**src/lpe_pkg.sv**
```systemverilog
// ----------------------------------------------------------------------------
// lpe_pkg
// Types and constants shared by the LSB payload extractor and its checker.
// ----------------------------------------------------------------------------
package lpe_pkg;

  // Channels per pixel; the last channel of each pixel (alpha) is skipped.
  localparam int CHANNELS_PER_PIXEL = 4;
  localparam int PHASE_W = (CHANNELS_PER_PIXEL > 1) ? $clog2(CHANNELS_PER_PIXEL) : 1;
  localparam logic [PHASE_W-1:0] PHASE_LAST = PHASE_W'(CHANNELS_PER_PIXEL - 1);

  // Bits per payload byte and header bytes in the length field.
  localparam int BIT_CNT_W = 3;
  localparam logic [BIT_CNT_W-1:0] BIT_CNT_LAST = 3'd7;
  localparam int HDR_CNT_W = 2;
  localparam logic [HDR_CNT_W-1:0] HDR_CNT_LAST = 2'd3;
  localparam int LEN_W = 32;

  // Result status codes.
  typedef enum logic [1:0] {
    ST_OK       = 2'd0,
    ST_MID_BYTE = 2'd1,
    ST_SHORT    = 2'd2
  } status_t;

endpackage

```
**src/lsb_payload_extract.sv**
```systemverilog
// ----------------------------------------------------------------------------
// lsb_payload_extract
// Gathers the LSBs of the color channels of an RGBA byte stream into payload
// bytes behind a 32-bit big-endian length header.
// ----------------------------------------------------------------------------
//  Channel  Handshake            Payload
//  input    in_valid / in_ready   channel_byte, image_end
//  output   out_valid / out_ready data_byte, has_data, last_of_run, status
//
//  One channel word is accepted per cycle while the output is not stalled. A
//  word is held in the input register, and its result is then registered in
//  the result register, from which it is offered on the output.
//  The extraction state is updated once for each consumed word.
//  A stall on the output holds the result register and the input register;
//  in_ready drops only when both are full and the output is stalled.
//  rst is synchronous and returns the block to its idle, empty-header state.
// ----------------------------------------------------------------------------
module lsb_payload_extract (
  input  logic       clk,
  input  logic       rst,
  input  logic       in_valid,
  output logic       in_ready,
  input  logic [7:0] channel_byte,
  input  logic       image_end,
  output logic       out_valid,
  input  logic       out_ready,
  output logic [7:0] data_byte,
  output logic       has_data,
  output logic       last_of_run,
  output logic [1:0] status
);
  import lpe_pkg::*;

  // Input register.
  logic       stg_valid;
  logic [7:0] stg_byte;
  logic       stg_end;
  logic       stg_fire;

  // Extraction state.
  logic [PHASE_W-1:0]   channel_phase, channel_phase_next;
  logic [BIT_CNT_W-1:0] bit_count, bit_count_next;
  logic [7:0]           shift_byte, shift_byte_next;
  logic [HDR_CNT_W-1:0] header_count, header_count_next;
  logic [LEN_W-1:0]     declared_length, declared_length_next;
  logic [LEN_W-1:0]     bytes_emitted, bytes_emitted_next;
  logic                 have_length, have_length_next;
  logic                 finished, finished_next;

  // Result of the current word.
  logic       produced;
  logic [7:0] res_data;
  logic       res_has;
  logic       res_last;
  status_t    res_status;

  // Working values.
  logic       skip;
  logic       byte_done;
  logic [7:0] shifted;

  assign stg_fire = stg_valid && (!out_valid || out_ready);
  assign in_ready = !stg_valid || stg_fire;

  // Input register: load on accept, empty when the word is consumed.
  always_ff @(posedge clk) begin
    if (rst) begin
      stg_valid <= 1'b0;
    end else if (in_valid && in_ready) begin
      stg_valid <= 1'b1;
    end else if (stg_fire) begin
      stg_valid <= 1'b0;
    end
  end

  always_ff @(posedge clk) begin
    if (in_valid && in_ready) begin
      stg_byte <= channel_byte;
      stg_end  <= image_end;
    end
  end

  // Next state and result for the word in the input register.
  always_comb begin
    channel_phase_next   = channel_phase;
    bit_count_next       = bit_count;
    shift_byte_next      = shift_byte;
    header_count_next    = header_count;
    declared_length_next = declared_length;
    bytes_emitted_next   = bytes_emitted;
    have_length_next     = have_length;
    finished_next        = finished;
    produced             = 1'b0;
    res_data             = 8'd0;
    res_has              = 1'b0;
    res_last             = 1'b0;
    res_status           = ST_OK;

    skip      = (channel_phase == PHASE_LAST);
    byte_done = !skip && (bit_count == BIT_CNT_LAST);
    shifted   = {shift_byte[6:0], stg_byte[0]};

    if (!finished) begin
      channel_phase_next = skip ? '0 : channel_phase + 1'b1;

      // Shift in one LSB per color channel.
      if (!skip) begin
        bit_count_next  = bit_count + 1'b1;
        shift_byte_next = byte_done ? 8'd0 : shifted;
      end

      // A completed byte goes into the length header or out as data.
      if (byte_done) begin
        if (!have_length) begin
          declared_length_next = {declared_length[LEN_W-9:0], shifted};
          header_count_next    = header_count + 1'b1;
          if (header_count == HDR_CNT_LAST) begin
            have_length_next = 1'b1;
            if (declared_length_next == '0) begin
              produced      = 1'b1;
              res_last      = 1'b1;
              finished_next = 1'b1;
            end
          end
        end else begin
          produced           = 1'b1;
          res_has            = 1'b1;
          res_data           = shifted;
          bytes_emitted_next = bytes_emitted + 1'b1;
          if (bytes_emitted_next == declared_length) begin
            res_last      = 1'b1;
            finished_next = 1'b1;
          end
        end
      end

      // The image ended with the run still open: close it with an error.
      if (stg_end && !finished_next) begin
        res_last = 1'b1;
        if (produced) begin
          res_status = ST_SHORT;
        end else begin
          produced   = 1'b1;
          res_status = (bit_count_next != '0) ? ST_MID_BYTE : ST_SHORT;
        end
      end
    end

    // The last channel of the image always restarts the block.
    if (stg_end) begin
      channel_phase_next   = '0;
      bit_count_next       = '0;
      shift_byte_next      = 8'd0;
      header_count_next    = '0;
      declared_length_next = '0;
      bytes_emitted_next   = '0;
      have_length_next     = 1'b0;
      finished_next        = 1'b0;
    end
  end

  // State registers advance once per consumed word.
  always_ff @(posedge clk) begin
    if (rst) begin
      channel_phase   <= '0;
      bit_count       <= '0;
      shift_byte      <= 8'd0;
      header_count    <= '0;
      declared_length <= '0;
      bytes_emitted   <= '0;
      have_length     <= 1'b0;
      finished        <= 1'b0;
    end else if (stg_fire) begin
      channel_phase   <= channel_phase_next;
      bit_count       <= bit_count_next;
      shift_byte      <= shift_byte_next;
      header_count    <= header_count_next;
      declared_length <= declared_length_next;
      bytes_emitted   <= bytes_emitted_next;
      have_length     <= have_length_next;
      finished        <= finished_next;
    end
  end

  // Result register.
  always_ff @(posedge clk) begin
    if (rst) begin
      out_valid <= 1'b0;
    end else if (stg_fire) begin
      out_valid <= produced;
    end else if (out_ready) begin
      out_valid <= 1'b0;
    end
  end

  always_ff @(posedge clk) begin
    if (stg_fire && produced) begin
      data_byte   <= res_data;
      has_data    <= res_has;
      last_of_run <= res_last;
      status      <= res_status;
    end
  end

endmodule

```
**config.mk**
```make
export PLATFORM = sky130hd
export DESIGN_NAME = lsb_payload_extract
export DESIGN_NICKNAME = d
export VERILOG_FILES = /design/src/lpe_pkg.sv /design/src/lsb_payload_extract.sv
export SDC_FILE = /design/constraint.sdc
export NUM_CORES = 1
export LEC_CHECK = 0
export ABC_AREA = 1
export BUFFER_PORTS_ARGS = -buffer_cell sky130_fd_sc_hd__buf_2
export CORE_UTILIZATION = 24
export CTS_CLUSTER_DIAMETER = 100
export DETAILED_ROUTE_END_ITERATION = 8
export GPL_TIMING_DRIVEN = 0
export PLACE_DENSITY = 0.38
export SLEW_MARGIN = 20
export SYNTH_ARGS = -nofsm -noshare
export SYNTH_HDL_FRONTEND = slang
export SYNTH_SLANG_ARGS = --single-unit
```
**constraint.sdc**
```tcl
create_clock -name clk -period 2.75 [get_ports clk]
set_clock_uncertainty 0.1 [all_clocks]
set_input_delay 0.55 -clock clk [delete_from_list [all_inputs] [get_ports clk]]
set_output_delay 0.55 -clock clk [all_outputs]
set_load 0.02 [all_outputs]
```
==> out/results.ini, run 1 <==
[drt]
drc = 0
routedWlPerCell_um = 16.1
ant_nets = 0
dr.pass1.iters = 7
first_iter_violations = 303
wl_um = 18100
via_per_inst = 4.60
via_count = 5174

[cts]
ctsHoldBuffers = 0
clk_pin_slew_worst_paths_ns = 0.08
htreeDepth = 3
clk_latency_ns = 0.36
cts.path.max_buffers = 2
cts_root_buf = clkbuf_16
cts_tree = built
cts_sinks = 96
numCtsBuffers = 9

[critical_path]
cpPeakStageDelay_ns = 0.40
cp_data_required_time_ns = 2.77
path_cells = ha_4 -> nand2_4 -> nor2_8 -> nand2_4 -> nor2_4 -> buf_4 -> nand2_1 -> nand3_1 -> nand2_1 -> nor2_1 -> nand3_1 -> nor2_1 -> nand3_2 -> nand2_1 -> nand2_1 -> nand3_1 -> nor2_1
rrSetupSlack_ns = 0.18
arrival_ns = 2.60
critical_path.max_fanout = 6
worstSetupPathType = reg2reg
start_kind = flip-flop
path_common_cell = nand2_1
slowest_stage = dfxtp_2
end_kind = flip-flop

[floorplanning]
ios = 27
dieArea_um2 = 22800
initial_utilization_pct = 24.5
core_um2 = 21800
die_w_um = 151
die_h_um = 151
rows = 54

[power_and_ir_drop]
swShare_pct = 27.8
powerDensity_nw_per_um2 = 507
p_int_mw = 2.27
p_sw_uw = 871
leakagePower_nw = 2.35
p_clk_share_pct = 43.3
seq_power_share_pct = 48.1
combPwrFrac_pct = 8.6
p_total_mw = 3.14
max-vdd-ir-drop_mv = 0.381

[synthesis]
yosys_warnings = 0
netlist.area_leader.share_pct = 30.8
synth_edf_count = 14
yosysUniqueCellTypes = 30
synth_seq_cells = 96
yosys.area.top_type = dfxtp_1
avgSynthCellArea_um2 = 6.59
yosysSeqAreaShare_pct = 38.7
syn_area_um2 = 5330
netlist_top_cells_area = dfxtp_1 (31%), nand2_1 (19%), edfxtp_1 (7.9%), a21oi_1 (7.2%), nand3_1 (6.8%)
synth_nets = 826
synthCells = 808
synthFlopType = dfxtp_1
async_reset_ff_share_pct = 0

[sta]
timing_hold_violations_final = 0
finalSetupViolCount = 0
maxSlewViolCount = 0
period_share_pct = 93.6
relSlewSlack_pct = 51.4
max_freq_mhz = 388
finalCriticalPeriod_ns = 2.57
tightest_slew_ns = 0.730
tns_ns = 0
holdWs_ns = 0.257

[placement]
dp_hpwl_um = 13900
gp_congestion = 0.816
numPortBuffers = 18

[grt]
grt_pass1_vias = 4984
grt_max_degree = 18
antenna_found_initial = 0
grt_usage_pct = 16.8
grt_pass1_wl_um = 28200
grt_overflow_total = 0

[run]
cap_violations = 0

[cells_and_area]
areaGrowthSynthToFinish_pct = 16.2
fin_nets = 858
fin_util_pct = 28.4
layout-drive-gt1-share_pct = 10.4
antenna_cells = 0
fillers = 2499

[hold_path]
hold_class = in2reg

[status]
outcome = complete, no violations

==> synthesized netlist by cell type (4+ instances only) <==
master / n
nand2_2: 5
ha_1: 5
nand3b_1: 12
o21ai_0: 7
inv_1: 85
edfxtp_1: 14
nor2_1: 78
nand3_1: 72
buf_2: 6
nor4_1: 6
clkbuf_1: 18
a21oi_1: 77
nand2_1: 269
nor2_4: 4
xor2_1: 4
nand4_1: 6
nor2_2: 5
a211oi_1: 29
dfxtp_1: 82
a31oi_1: 7
==> layer usage <==
layer	vias to the layer above	part of all wire, %	GRT usage, %
li1	2712	-	-
met1	2366	49	22.3
met2	78	47	28.0
met3	18	3.0	2.89
met4	0	1.6	4.45
met5	-	0	0
==> stage by stage <==
| stage | std cells | setup slack (ns) | area [um2] |
|---|---|---|---|
| global route | 1125 | -0.00205 | 6190 |
| global placement | 1106 | -0.357 | 5770 |
| floorplan | 808 | 0.543 | 5330 |
| finish | 1125 | 0.176 | 6190 |
| CTS | 1122 | 0.00745 | 6080 |
| detailed placement | 1106 | -0.325 | 5770 |
==> layout make-up <==
type                            instances  area [um2]  area share [%]
Clock inverter                          7        77.6            1.25
Inverter                               88         330            5.34
Timing Repair Buffer                   20         105            1.70
Sequential cell                        96        2070            33.4
Tap cell                              280         350            5.66
Multi-Input combinational cell        599        2920            47.1
Clock buffer                            9         225            3.64
Buffer                                 26         115            1.86
==> path summary, 6_finish.rpt <==
kind / from / endpoint / cells past startpoint
max reg2reg: bytes_emitted[0]$_SDFFE_PP0P_ / status[1]$_SDFFCE_PP0P_ / 17
min reg2reg: channel_phase[1]$_SDFFE_PP0P_ / channel_phase[1]$_SDFFE_PP0P_ / 2
max: bytes_emitted[0]$_SDFFE_PP0P_ / status[1]$_SDFFCE_PP0P_ / 17
min: channel_byte[0] / stg_byte[0]$_DFFE_PP_ / 1
==> placed cells by master, fill, tap and decap left out, drive strengths merged, types with 3 or more instances in the layout <==
cell type and count:
clkbuf 26, nand3b 12, a31oi 7, nand4 6, dfxtp 82, nor2 89
nand2 275, ha 5, edfxtp 14, o21ai 9, nand3 72, inv 91
a21oi 77, nor4 6, buf 29, xor2 4, nor3 3, a211oi 29
==> power groups by stage <==
| stage | clock [mW] | combinational, mW | sequential, mW |
|---|---|---|---|
| CTS | 1.40 | 0.270 | 1.51 |
| floorplan | 0 | 0.176 | 1.53 |
| detailed placement | 0 | 0.269 | 1.54 |
| finish | 1.36 | 0.269 | 1.51 |
| global placement | 0 | 0.272 | 1.54 |
| global route | 1.45 | 0.303 | 1.52 |
==> repair_timing <==
| action | 4_1_cts | 5_1_grt |
|---|---|---|
| gates resized for setup | 8 | 29 |
| setup endpoints to repair | 32 | 35 |
| pin swaps | 1 | 6 |
| gates cloned | 0 | 1 |
| setup buffers | 0 | 2 |
==> worst max-delay path: cells and delay by family (launching register included) <==
| family | cells | cell delay [ns] |
|---|---|---|
| and+or+nand+nor | 15 | 1.51 |
| DFF | 1 | 0.40 |
| adders and majority gates | 1 | 0.18 |
| buffers and inverters | 1 | 0.14 |
==> kinds of logic after synthesis <==
family                     Yosys count  share of synthesized area [%]
buffers and inverters              114                           8.18
and+or+nand+nor                    463                           37.3
AOI/OAI and AO/OA                  123                           13.2
xor gates and xnor gates             7                           1.41
DFF                                 96                           38.7
adders and majority gates            5                           1.17
==> state kept, by name, indices dropped and copies added (netlist names) <==
register         cells
stg_valid            1
bit_count            3
out_valid            1
have_length          1
shift_byte           7
stg_byte             1
declared_length     32
header_count         2
channel_phase        2
status               2
finished             1
data_byte            8
has_data             1
stg_end              1
last_of_run          1
bytes_emitted       32
Power figures use the tool's default switching activity.
==> run 2: changes to the inputs <==
==> constraint.sdc (replaced) <==
create_clock -name clk -period 2.9 [get_ports clk]
set_clock_uncertainty 0.1 [all_clocks]
set_input_delay 0.58 -clock clk [delete_from_list [all_inputs] [get_ports clk]]
set_output_delay 0.58 -clock clk [all_outputs]
set_load 0.02 [all_outputs]
==> run 2 against run 1 <==
Critical path type unchanged. Sequential power decreased by 5%. Sequential cell count unchanged. Sequential share of layout area increased by 0.39 points.
==> out/results.ini, run 2 (same netlist as run 1, synthesis figures left out) <==
[floorplanning]
initial_utilization_pct = 24.5  ; unchanged
die_w_um = 151  ; unchanged
ios = 27  ; unchanged
dieArea_um2 = 22800  ; unchanged
rows = 54  ; unchanged
core_um2 = 21800  ; unchanged
die_h_um = 151  ; unchanged

[grt]
grt_pass1_wl_um = 28200  ; about the same
grt_pass1_vias = 4984  ; unchanged
grt_max_degree = 18  ; unchanged
grt_overflow_total = 0  ; unchanged
antenna_found_initial = 0  ; unchanged
grt_usage_pct = 16.8  ; about the same

[drt]
drc = 0  ; unchanged
via_count = 5082  ; was 5174
wl_um = 18000  ; was 18100 um
via_per_inst = 4.53  ; was 4.60
ant_nets = 0  ; unchanged
first_iter_violations = 283  ; was 303
routedWlPerCell_um = 16.0  ; was 16.1 um
dr.pass1.iters = 4  ; was 7

[hold_path]
worstHoldPathCells = 1  ; unchanged
hold_class = in2reg  ; unchanged

[placement]
gp_congestion = 0.816  ; unchanged
dp_hpwl_um = 13900  ; unchanged
placed_cell_area_um2 = 5770  ; unchanged
numPortBuffers = 18  ; unchanged
placed_cells = 1106  ; unchanged

[critical_path]
path_cells = ha_2 -> nand2_2 -> nor2_8 -> nand2_4 -> nor2_4 -> nand3_1 -> nand3_1 -> nand2_1 -> nor2_2 -> nand2_1 -> nor2_1 -> nand3_1 -> nand2_1 -> nand2_1 -> nand3_1 -> nor2_1  ; was ha_4 -> nand2_4 -> nor2_8 -> nand2_4 -> nor2_4 -> buf_4 -> nand2_1 -> nand3_1 -> nand2_1 -> nor2_1 -> nand3_1 -> nor2_1 -> nand3_2 -> nand2_1 -> nand2_1 -> nand3_1 -> nor2_1
critical_path.max_fanout = 6  ; unchanged
cpPeakStageDelay_ns = 0.38  ; was 0.40 ns
end_kind = flip-flop  ; unchanged
slowest_stage = dfxtp_1  ; was dfxtp_2
arrival_ns = 2.68  ; was 2.60 ns
cp_data_required_time_ns = 2.92  ; was 2.77 ns
rr_worst_depth = 16  ; was 17
start_kind = flip-flop  ; unchanged
worstSetupPathType = reg2reg  ; unchanged
crit_family = simple AND/OR/NAND/NOR gates  ; unchanged
cp.depth = 16  ; was 17
cp_num_buf_inv = 0  ; was 1

[cts]
cts_root_buf = clkbuf_16  ; unchanged
cts_tree = built  ; unchanged
clk_latency_ns = 0.36  ; about the same
numCtsBuffers = 9  ; unchanged
htreeDepth = 3  ; unchanged
clk_pin_slew_worst_paths_ns = 0.08  ; about the same
ctsHoldBuffers = 0  ; unchanged
cts.path.max_buffers = 2  ; unchanged
cts_sinks = 96  ; unchanged

[sta]
relSlewSlack_pct = 51.2  ; was 51.4%
finalSetupViolCount = 0  ; unchanged
finalCriticalPeriod_ns = 2.67  ; was 2.57 ns
holdWs_ns = 0.286  ; was 0.257 ns
max_freq_mhz = 375  ; was 388 MHz
period_share_pct = 91.9  ; was 93.6%
tightest_slew_ns = 0.731  ; was 0.730 ns
timing_hold_violations_final = 0  ; unchanged
maxSlewViolCount = 0  ; unchanged

[cells_and_area]
layout-drive-gt1-share_pct = 8.42  ; was 10.4%
fin_nets = 856  ; was 858
most-common-layout-cells = nand2_1 (269), inv_1 (85), dfxtp_1 (81), a21oi_1 (76), nor2_1 (75)  ; was nand2_1 (269), inv_1 (85), a21oi_1 (76), dfxtp_1 (76), nand3_1 (70)
design_area_um2 = 6100  ; was 6190 um2
areaGrowthSynthToFinish_pct = 14.5  ; was 16.2%
fin_cells = 1123  ; was 1125
final_common_cell = nand2_1  ; unchanged
top_regs = bytes_emitted: 32 flops, declared_length: 32 flops, data_byte: 8 flops  ; unchanged
antenna_cells = 0  ; unchanged

[power_and_ir_drop]
max-vdd-ir-drop_mv = 0.352  ; was 0.381 mV
leakagePower_nw = 2.33  ; was 2.35 nW
powerDensity_nw_per_um2 = 486  ; was 507 nW/um2

[run]
cap_violations = 0  ; unchanged

[status]
outcome = complete, no violations  ; unchanged

-- run 2: changes by cell type in the layout (fill, tap and decap cells not counted), sizes merged --
| cell | change |
|---|---|
| nor2 | -1 |
| buf | -2 |
| clkbuf | +1 |
-- run 2: layout make-up --
class,count,area [um2]
Timing Repair Buffer,19,97.6
Sequential cell,96,2060
Tap cell,280,350
Clock buffer,9,225
Clock inverter,7,77.6
Multi-Input combinational cell,598,2840
Fill cell,2503,15700
Buffer,26,113
Inverter,88,330
-- run 2: repair_timing --
item                                    CTS  global route
setup buffers                             0             1
endpoints found under the setup margin   30            28
gates resized for setup                   3            13
pin swaps                                 0             1
-- run 2: metrics by stage --
step	total power, mW	util (%)	worst slack, ns	setup TNS, ns
global route	3.10	28.0	-0.0114	-0.0114
detailed placement	1.72	26.5	-0.175	-3.53
global placement	1.72	26.5	-0.207	-4.50
CTS	3.02	27.9	0.0982	0
finish	2.96	28.0	0.235	0
floorplan	1.62	-	0.693	0
-- run 2: per-layer routing --
metal | track usage, % | wire (um) | vias to the layer above
met5 | 0 | 0 | -
met4 | 4.45 | 120 | 0
met3 | 2.89 | 741 | 5
met2 | 28.0 | 8590 | 74
met1 | 22.3 | 8540 | 2300
li1 | - | - | 2703
-- run 2: final timing paths --
check                                                     end                           from  slack (ns)
worst max register to register        status[1]$_SDFFCE_PP0P_  bytes_emitted[1]$_SDFFE_PP0P_        0.23
worst max-delay path                  status[1]$_SDFFCE_PP0P_  bytes_emitted[1]$_SDFFE_PP0P_        0.23
worst min-delay path                    stg_byte[0]$_DFFE_PP_                channel_byte[0]        0.29
worst min register to register  channel_phase[1]$_SDFFE_PP0P_  channel_phase[1]$_SDFFE_PP0P_        0.38
-- run 2: where the power goes --
part | internal (mW) | switching, mW
clock network | 0.680 | 0.602
logic | 0.0785 | 0.173
registers | 1.39 | 0.0407
